File: src/sha_pkg.sv
// SHA-256 hasher package: types, round constants and round functions.
package sha_pkg;

    typedef enum logic [2:0] {
        ST_IDLE,
        ST_PAD,
        ST_ROUND,
        ST_UPDATE,
        ST_OUT
    } state_t;

    typedef logic [31:0] word_t;

    localparam word_t H_INIT [8] = '{
        32'h6a09e667, 32'hbb67ae85, 32'h3c6ef372, 32'ha54ff53a,
        32'h510e527f, 32'h9b05688c, 32'h1f83d9ab, 32'h5be0cd19
    };

    localparam logic [7:0] PAD_BYTE = 8'h80;
    localparam logic [5:0] LEN_POS  = 6'd56;

    function automatic word_t round_k(input logic [5:0] t);
        word_t k;
        case (t)
            6'd0:  k = 32'h428a2f98; 6'd1:  k = 32'h71374491;
            6'd2:  k = 32'hb5c0fbcf; 6'd3:  k = 32'he9b5dba5;
            6'd4:  k = 32'h3956c25b; 6'd5:  k = 32'h59f111f1;
            6'd6:  k = 32'h923f82a4; 6'd7:  k = 32'hab1c5ed5;
            6'd8:  k = 32'hd807aa98; 6'd9:  k = 32'h12835b01;
            6'd10: k = 32'h243185be; 6'd11: k = 32'h550c7dc3;
            6'd12: k = 32'h72be5d74; 6'd13: k = 32'h80deb1fe;
            6'd14: k = 32'h9bdc06a7; 6'd15: k = 32'hc19bf174;
            6'd16: k = 32'he49b69c1; 6'd17: k = 32'hefbe4786;
            6'd18: k = 32'h0fc19dc6; 6'd19: k = 32'h240ca1cc;
            6'd20: k = 32'h2de92c6f; 6'd21: k = 32'h4a7484aa;
            6'd22: k = 32'h5cb0a9dc; 6'd23: k = 32'h76f988da;
            6'd24: k = 32'h983e5152; 6'd25: k = 32'ha831c66d;
            6'd26: k = 32'hb00327c8; 6'd27: k = 32'hbf597fc7;
            6'd28: k = 32'hc6e00bf3; 6'd29: k = 32'hd5a79147;
            6'd30: k = 32'h06ca6351; 6'd31: k = 32'h14292967;
            6'd32: k = 32'h27b70a85; 6'd33: k = 32'h2e1b2138;
            6'd34: k = 32'h4d2c6dfc; 6'd35: k = 32'h53380d13;
            6'd36: k = 32'h650a7354; 6'd37: k = 32'h766a0abb;
            6'd38: k = 32'h81c2c92e; 6'd39: k = 32'h92722c85;
            6'd40: k = 32'ha2bfe8a1; 6'd41: k = 32'ha81a664b;
            6'd42: k = 32'hc24b8b70; 6'd43: k = 32'hc76c51a3;
            6'd44: k = 32'hd192e819; 6'd45: k = 32'hd6990624;
            6'd46: k = 32'hf40e3585; 6'd47: k = 32'h106aa070;
            6'd48: k = 32'h19a4c116; 6'd49: k = 32'h1e376c08;
            6'd50: k = 32'h2748774c; 6'd51: k = 32'h34b0bcb5;
            6'd52: k = 32'h391c0cb3; 6'd53: k = 32'h4ed8aa4a;
            6'd54: k = 32'h5b9cca4f; 6'd55: k = 32'h682e6ff3;
            6'd56: k = 32'h748f82ee; 6'd57: k = 32'h78a5636f;
            6'd58: k = 32'h84c87814; 6'd59: k = 32'h8cc70208;
            6'd60: k = 32'h90befffa; 6'd61: k = 32'ha4506ceb;
            6'd62: k = 32'hbef9a3f7; 6'd63: k = 32'hc67178f2;
            default: k = 32'h0;
        endcase
        return k;
    endfunction

    function automatic word_t rotr(input word_t x, input int n);
        return (x >> n) | (x << (32 - n));
    endfunction

endpackage

File: src/sha256_message_hasher.sv
// SHA-256 message hasher top level: byte intake, padding sequencer, digest output.
//
// Input channel (in_valid/in_ready): op=0 absorbs data_byte, op=1 finishes the
// message. Output channel (out_valid/out_ready): eight digest words, word 0
// first, last_word set on word 7.
// A data byte that fills a block starts a compression: 64 rounds of the single
// round unit plus an update step; no new byte is accepted until it is done.
// A finish request feeds padding bytes one per cycle through the same path,
// runs one or two compressions, then presents the eight words one per
// accepted output request. Output stalls simply hold the word; no new request
// is taken until the last word leaves.
// Reset loads the initial chaining values and clears the byte and bit counts.
// in_ready is high only in the idle state.
module sha256_message_hasher (
    input  logic        clk,
    input  logic        rst_n,
    input  logic        in_valid,
    output logic        in_ready,
    input  logic        op,
    input  logic [7:0]  data_byte,
    output logic        out_valid,
    input  logic        out_ready,
    output logic [31:0] digest_word,
    output logic [2:0]  word_index,
    output logic        last_word
);

    sha_pkg::state_t state_reg, state_next;
    logic [5:0]      pos_reg, pos_next;
    logic [63:0]     bits_reg, bits_next;
    logic [63:0]     len_reg;
    logic [5:0]      t_reg, t_next;
    logic [2:0]      idx_reg, idx_next;
    logic            fin_reg, fin_next;
    logic            lblk_reg, lblk_next;
    logic [23:0]     acc_reg;
    sha_pkg::word_t  h_reg [8];
    sha_pkg::word_t  v [8];
    logic [7:0]      byte_in;
    logic            byte_we;
    logic            load;
    logic            step;
    logic            update;
    logic            out_reset;

    always_comb
    begin
        byte_in = data_byte;
        if (state_reg == sha_pkg::ST_PAD)
        begin
            if (!fin_reg)
            begin
                byte_in = sha_pkg::PAD_BYTE;
            end
            else if (lblk_reg && pos_reg >= sha_pkg::LEN_POS)
            begin
                byte_in = len_reg[63 - 8 * pos_reg[2:0] -: 8];
            end
            else
            begin
                byte_in = 8'h00;
            end
        end
    end

    always_comb
    begin
        state_next = state_reg;
        pos_next   = pos_reg;
        bits_next  = bits_reg;
        t_next     = t_reg;
        idx_next   = idx_reg;
        fin_next   = fin_reg;
        lblk_next  = lblk_reg;
        byte_we    = 1'b0;
        load       = 1'b0;
        step       = 1'b0;
        update     = 1'b0;
        out_reset  = 1'b0;
        case (state_reg)
            sha_pkg::ST_IDLE:
            begin
                if (in_valid)
                begin
                    if (op)
                    begin
                        fin_next   = 1'b0;
                        lblk_next  = (pos_reg < sha_pkg::LEN_POS);
                        state_next = sha_pkg::ST_PAD;
                    end
                    else
                    begin
                        byte_we   = 1'b1;
                        bits_next = bits_reg + 64'd8;
                        pos_next  = pos_reg + 6'd1;
                        if (pos_reg == 6'd63)
                        begin
                            load       = 1'b1;
                            t_next     = 6'd0;
                            state_next = sha_pkg::ST_ROUND;
                        end
                    end
                end
            end
            sha_pkg::ST_PAD:
            begin
                byte_we  = 1'b1;
                fin_next = 1'b1;
                pos_next = pos_reg + 6'd1;
                if (pos_reg == 6'd63)
                begin
                    load       = 1'b1;
                    t_next     = 6'd0;
                    state_next = sha_pkg::ST_ROUND;
                end
            end
            sha_pkg::ST_ROUND:
            begin
                step   = 1'b1;
                t_next = t_reg + 6'd1;
                if (t_reg == 6'd63)
                begin
                    state_next = sha_pkg::ST_UPDATE;
                end
            end
            sha_pkg::ST_UPDATE:
            begin
                update = 1'b1;
                if (fin_reg && lblk_reg)
                begin
                    idx_next   = 3'd0;
                    state_next = sha_pkg::ST_OUT;
                end
                else if (fin_reg)
                begin
                    lblk_next  = 1'b1;
                    state_next = sha_pkg::ST_PAD;
                end
                else
                begin
                    state_next = sha_pkg::ST_IDLE;
                end
            end
            sha_pkg::ST_OUT:
            begin
                if (out_ready)
                begin
                    idx_next = idx_reg + 3'd1;
                    if (idx_reg == 3'd7)
                    begin
                        out_reset  = 1'b1;
                        bits_next  = 64'd0;
                        pos_next   = 6'd0;
                        fin_next   = 1'b0;
                        lblk_next  = 1'b0;
                        state_next = sha_pkg::ST_IDLE;
                    end
                end
            end
            default:
            begin
                state_next = sha_pkg::ST_IDLE;
            end
        endcase
    end

    // pad stays active until length bytes reach the end of a block
    always_ff @(posedge clk or negedge rst_n)
    begin
        if (!rst_n)
        begin
            state_reg <= sha_pkg::ST_IDLE;
            pos_reg   <= 6'd0;
            bits_reg  <= 64'd0;
            t_reg     <= 6'd0;
            idx_reg   <= 3'd0;
            fin_reg   <= 1'b0;
            lblk_reg  <= 1'b0;
            h_reg     <= sha_pkg::H_INIT;
        end
        else
        begin
            state_reg <= state_next;
            pos_reg   <= pos_next;
            bits_reg  <= bits_next;
            t_reg     <= t_next;
            idx_reg   <= idx_next;
            fin_reg   <= fin_next;
            lblk_reg  <= lblk_next;
            if (out_reset)
            begin
                h_reg <= sha_pkg::H_INIT;
            end
            else if (update)
            begin
                for (int i = 0; i < 8; i++)
                begin
                    h_reg[i] <= h_reg[i] + v[i];
                end
            end
        end
    end

    always_ff @(posedge clk)
    begin
        if (state_reg == sha_pkg::ST_IDLE && in_valid && op)
        begin
            len_reg <= bits_reg;
        end
        if (byte_we && pos_reg[1:0] != 2'd3)
        begin
            acc_reg <= {acc_reg[15:0], byte_in};
        end
    end

    sha_round u_round (
        .clk     (clk),
        .load    (load),
        .step    (step),
        .t       (t_reg),
        .h_in    (h_reg),
        .w_shift (byte_we && pos_reg[1:0] == 2'd3),
        .w_in    ({acc_reg, byte_in}),
        .v_out   (v)
    );

    assign in_ready    = (state_reg == sha_pkg::ST_IDLE);
    assign out_valid   = (state_reg == sha_pkg::ST_OUT);
    assign digest_word = h_reg[idx_reg];
    assign word_index  = idx_reg;
    assign last_word   = (idx_reg == 3'd7);

endmodule

File: src/sha_round.sv
// One SHA-256 round with message schedule window, stepped once per cycle while step is high.
module sha_round (
    input  logic              clk,
    input  logic              load,
    input  logic              step,
    input  logic [5:0]        t,
    input  sha_pkg::word_t    h_in [8],
    input  logic              w_shift,
    input  sha_pkg::word_t    w_in,
    output sha_pkg::word_t    v_out [8]
);

    sha_pkg::word_t v_reg [8];
    sha_pkg::word_t w_reg [16];
    sha_pkg::word_t w_new;
    sha_pkg::word_t wt;
    sha_pkg::word_t s0;
    sha_pkg::word_t s1;
    sha_pkg::word_t big0;
    sha_pkg::word_t big1;
    sha_pkg::word_t ch;
    sha_pkg::word_t maj;
    sha_pkg::word_t t1;
    sha_pkg::word_t t2;

    always_comb
    begin
        s0 = sha_pkg::rotr(w_reg[1], 7) ^ sha_pkg::rotr(w_reg[1], 18) ^ (w_reg[1] >> 3);
        s1 = sha_pkg::rotr(w_reg[14], 17) ^ sha_pkg::rotr(w_reg[14], 19) ^ (w_reg[14] >> 10);
        w_new = s1 + w_reg[9] + s0 + w_reg[0];
        wt = (t < 6'd16) ? w_reg[0] : w_new;
        big1 = sha_pkg::rotr(v_reg[4], 6) ^ sha_pkg::rotr(v_reg[4], 11)
             ^ sha_pkg::rotr(v_reg[4], 25);
        ch = (v_reg[4] & v_reg[5]) ^ (~v_reg[4] & v_reg[6]);
        t1 = v_reg[7] + big1 + ch + sha_pkg::round_k(t) + wt;
        big0 = sha_pkg::rotr(v_reg[0], 2) ^ sha_pkg::rotr(v_reg[0], 13)
             ^ sha_pkg::rotr(v_reg[0], 22);
        maj = (v_reg[0] & v_reg[1]) ^ (v_reg[0] & v_reg[2]) ^ (v_reg[1] & v_reg[2]);
        t2 = big0 + maj;
    end

    // window has w[t] at the bottom for t < 16 and holds w[t-16..t-1] from t = 16; during fill, words enter at the top
    always_ff @(posedge clk)
    begin
        if (w_shift || step)
        begin
            for (int i = 0; i < 15; i++)
            begin
                w_reg[i] <= w_reg[i + 1];
            end
            w_reg[15] <= w_shift ? w_in : wt;
        end
        if (load)
        begin
            v_reg <= h_in;
        end
        else if (step)
        begin
            v_reg[7] <= v_reg[6];
            v_reg[6] <= v_reg[5];
            v_reg[5] <= v_reg[4];
            v_reg[4] <= v_reg[3] + t1;
            v_reg[3] <= v_reg[2];
            v_reg[2] <= v_reg[1];
            v_reg[1] <= v_reg[0];
            v_reg[0] <= t1 + t2;
        end
    end

    assign v_out = v_reg;

endmodule

File: config.mk
export PLATFORM = sky130hd
export DESIGN_NAME = sha256_message_hasher
export DESIGN_NICKNAME = d
export VERILOG_FILES = /design/src/sha_pkg.sv /design/src/sha256_message_hasher.sv /design/src/sha_round.sv
export SDC_FILE = /design/constraint.sdc
export NUM_CORES = 2
export LEC_CHECK = 0
export BUFFER_PORTS_ARGS = -buffer_cell sky130_fd_sc_hd__buf_2
export CAP_MARGIN = 40
export CORE_UTILIZATION = 49
export CTS_CLUSTER_SIZE = 28
export DETAILED_ROUTE_END_ITERATION = 8
export GPL_TIMING_DRIVEN = 1
export PLACE_DENSITY_LB_ADDON = 0.3
export SYNTH_ARGS = -nofsm -noshare
export SYNTH_HDL_FRONTEND = slang
export SYNTH_SLANG_ARGS = --single-unit
File: constraint.sdc
create_clock -name clk -period 12.3 [get_ports clk]
set_input_delay 0.615 -clock clk [delete_from_list [all_inputs] [get_ports clk]]
set_output_delay 0.615 -clock clk [all_outputs]
set_load 0.05 [all_outputs]
-- After elaboration in Yosys (flattened, before gate mapping)
Memories as Yosys holds them, arrays and structs flattened.
Cells that the tools add are included.
W data, S select, Z words.
- add/subtract/negate cells: 23
- multipliers: 0
- divide/modulo/power cells: 0
- $lt $le $gt $ge: 4
- equality and inequality tests: 18
- shifts and indexed selects: 1
- multiplexer cells: 62
- bitwise operators: 28
- reduce and logical (&&, ||, !) cells: 22
- operator list (cell ; count):
    $mux W256 ; 4
    $add A32 B32 Y32 ; 18
    $xor A32 B32 Y32 ; 9
    $mux W64 ; 4
    $and A32 B32 Y32 ; 5
    $mux W32 ; 4
    $pmux W64 S2 ; 1
    $bmux W32 S3 ; 1
    $shiftx A71 B33 Y8 ; 1
    $add A64 B4 Y64 const B ; 1
    $mux W6 ; 7
    $pmux W6 S3 ; 2
    $not A32 Y32 ; 1
    $or A10 B32 Y32 ; 1
    $or A13 B32 Y32 ; 1
    $or A14 B32 Y32 ; 1
    $or A15 B32 Y32 ; 1
    $or A19 B32 Y32 ; 1
    $or A21 B32 Y32 ; 1
    $or A25 B32 Y32 ; 1
    $or A26 B32 Y32 ; 1
    $or A30 B32 Y32 ; 1
    $or A7 B32 Y32 ; 1
    $xor A32 B22 Y32 ; 1
    other kinds (32) ; 89
- bits in registers: 684
- latch bits: 0
- memory bits (writable): 512
- memory bits (read-only): 2048
- input port bits: 13
- output and inout bits: 38
- word-level logic and storage cells: 185
- memories kept: 2
- memories (memory ; depth ; width ; rd ports ; clocked after memory_dff ; write ports ; line ; text):
    (no name shown) ; 64 ; 32 ; 1 ; 0 ; 0 ; sha_pkg.sv:24 ; case (t)
    u_round.w_reg ; 16 ; 32 ; 16 ; 0 ; 16 ; sha_round.sv:14 ; sha_pkg::word_t w_reg [16];

-- Longest topological paths before layout
An unclocked memory read counts as a cell.
- depth after elaboration: 12
- mapped depth: 45
- depth with buffers taken out: 45

-- Cells and area by module
From an unflattened synthesis, not the netlist that was laid out.
- cells, all modules: 6584
- area total of the unflattened synthesis: 73463.0 µm²
- modules (own cells, without submodules) (module ; instances ; cells each ; area an instance (µm²) ; sequential area each (µm²)):
    sha_round ; 1 ; 3406 ; 43327.8 ; 23062.1
    sha256_message_hasher ; 1 ; 3178 ; 30135.2 ; 11155.7

-- Least setup slack after synthesis
No wires, ideal clock.
- path kind: input port to flip-flop
- from: in in_valid
- to: mem u_round.w_reg[0][0] in the netlist's numbering, enable pin
- setup time: 3640 ps
- data arrival time: 10050 ps
- required time: 8660 ps
- path slack: -1390 ps
- stages: 8
- cells stage by stage: nand2b_1 -> nor4_1 -> inv_1 -> nand2_1 -> nand2_1 -> clkbuf_1 -> clkbuf_1 -> nand2_1
- RTL lines (element ; line ; text):
    from (decl) ; sha256_message_hasher.sv:17 ; input logic in_valid,
    to (decl) ; sha_round.sv:14 ;

==> flow_summary.yaml <==
critical_path:
  worstPathArrival_ps: 11240
  cp_slowest_cell: "a31oi_1"
  reg2reg_slack_ps: 1580
  cp.required_ps: 12820
  cpPeakStageDelay_ps: 550
  worstSetupStartpointType: "register"
  crit_type: "reg2reg"
  crit_fanout: 8
  end_kind: "register"
placement:
  place.port_buffers: 50
  dp_cells: 8575
  hpwlAfterDp_um: 159000
  post-place-ws_ps: 1760
  gp_congestion: 0.973
drt:
  dr_wl_met2_um: 99300
  ant_nets: 0
  highest_layer: "met5"
  wire_per_inst_um: 24.4
  drc: 0
  routed_wl_um: 215000
  m1WireLength_um: 88500
  firstDrtPassIters: 6
  viasPerCell: 5.98
  vias: 52819
  drt_iter0_drc: 5616
  route.met3.wl_um: 17600
finish:
  largest_reg_flops: 512
  layout_common_cells: "nand2_1 (955), edfxtp_1 (853), a21oi_1 (469), ha_1 (405), inv_1 (400)"
  layout.nets: 7411
  num-fill-cells: 12459
  syn_to_final_growth_pct: 9.65
  stdcell_count: 8827
  final-seq-area_mm2: 0.0342
  multi_input_area_mm2: 0.0358
  drive_gt1_frac: 0.0958
  final_common_cell: "nand2_1"
sta:
  worst_slack_ps: 1580
  finalSetupViolations: 0
  relSlewSlack: 0.317
  clock_skew_ps: 45.3
  max_freq_mhz: 93.2
  finalCriticalPeriod_ps: 10720
  setup_tns_ps: 0
  slew_violations: 0
  layout_worst_path_cycle_share: 0.872
  worstMarginPinSlew_ps: 1020
  hold_ws_ps: 221
  rsz0062_at_grt: "false"
  hold_viol: 0
clock_network:
  postCtsSetupBuffers: 0
  ctsResizeCount: 0
  path_clk_slew_ps: 60
  cts_sinks: 1190
  cts_root_buf: "clkbuf_16"
  postCtsHoldBufs: 1
  clockBufferDepth: 3
  clock_latency_ps: 780
  cts_tree: "built"
  numCtsBuffers: 135
  h-tree-depth: 4
floorplan:
  die_x_um: 387
  die_height_um: 387
  ios: 51
  initial_core_util: 0.496
  rows: 140
  die-area_mm2: 0.150
  coreArea_mm2: 0.146
grt:
  grt_overflow: 0
  track_usage: 0.287
  grt_pass1_wl_um: 325000
  grt_start_max_net_pins: 188
  grt_antenna_before_repair: 2
  first_global_vias: 51918
yosys:
  synthMuxAreaShare: 0.0408
  synth_area_per_cell_um2: 10.7
  synth_edf_count: 853
  synth-xor-area-share: 0.0763
  synth_warnings: 0
  synth-seq-area-share: 0.471
  synth_top_family_by_area: "compound AO/OA/AOI/OAI gates"
  ys_types: 99
  ys_seq_elements: 1190
  synth_compound_area_frac: 0.136
  yosys.area.top_type: "edfxtp_1"
  synth.top_cells.by_area: "edfxtp_1 (35%), ha_1 (7.0%), dfrtp_1 (6.9%), fa_1 (5.4%), nand2_1 (5.0%)"
  synthCells: 6808
  ys.flop_type: "edfxtp_1"
  netlist_area_mm2: 0.0726
  synth_adder_area_share: 0.125
  yosys.area_share.simple: 0.114
  netlist.area_leader.share: 0.353
  synthArstFlopShare: 0.283
  syn_nets: 7423
run:
  maxCapViolCount: 0
worst_hold_path:
  hp-class: "in2reg"
outcome:
  run_status: "complete, no violations"
area by class of cell:
type,instances,area share
Multi-Input combinational cell,4915,0.450
Sequential cell,1190,0.430
Clock buffer,175,0.0454
Tap cell,1917,0.0301
Inverter,403,0.0190
Timing Repair Buffer,151,0.0150
Clock inverter,75,0.0104
Antenna cell,1,0.0000314
kinds of logic (layout without fill, tap and decap cells):
logic type / count (synthesis) / after routing
xor+xnor: 628 / 628
flops: 1190 / 1190
other cells: 0 / 1
buf+inv: 703 / 804
fa+ha+maj: 607 / 607
compound gates: 1608 / 1608
mux: 185 / 185
simple gates: 1887 / 1887
path summary, 6_finish.rpt:
kind | cells past startpoint | to | startpoint
hold / removal | 4 | fin_reg | op
hold reg to reg | 0 | u_round.w_reg[2][28] | u_round.w_reg[3][28]
min in group asynchronous | 2 | h_reg[218] | rst_n
max in group asynchronous | 5 | h_reg[113] | rst_n
setup / recovery | 42 | u_round.v_out[255] | u_round.w_reg[1][4]
setup reg to reg | 42 | u_round.v_out[255] | u_round.w_reg[1][4]
metrics by stage:
step                 util  area (um^2)
finish              0.544        79600
floorplan               -        72600
global route        0.544        79600
detailed placement  0.514        75100
global placement    0.512        74900
CTS                 0.544        79600
critical path, delay by kind of cell (launching register included):
kind,cells,cell delay (ps)
simple gates,6,910
flops,1,460
fa+ha+maj,9,3870
xor+xnor,6,1120
mux,1,260
buf+inv,6,320
compound gates,14,3500
Yosys cell counts, drive strengths merged (58+ instances only):
master / number
nand2: 959
edfxtp: 853
o21ai: 478
a21oi: 472
ha: 405
inv: 401
nor2: 369
xnor2: 362
clkbuf: 276
xor2: 265
dfrtp: 201
a21o: 198
fa: 197
nand3: 147
dfstp: 136
nor3: 102
mux4: 84
nand2b: 67
o21bai: 58
metal layers:
layer  track usage  vias to the layer above
met2         0.453                     2233
met1         0.391                    25993
met4         0.123                        2
met5             0                        -
met3        0.0466                      432
li1              -                    24159
Power is not shown: default switching activity piles up to over one toggle a cycle in this logic, so the estimate is an artifact.
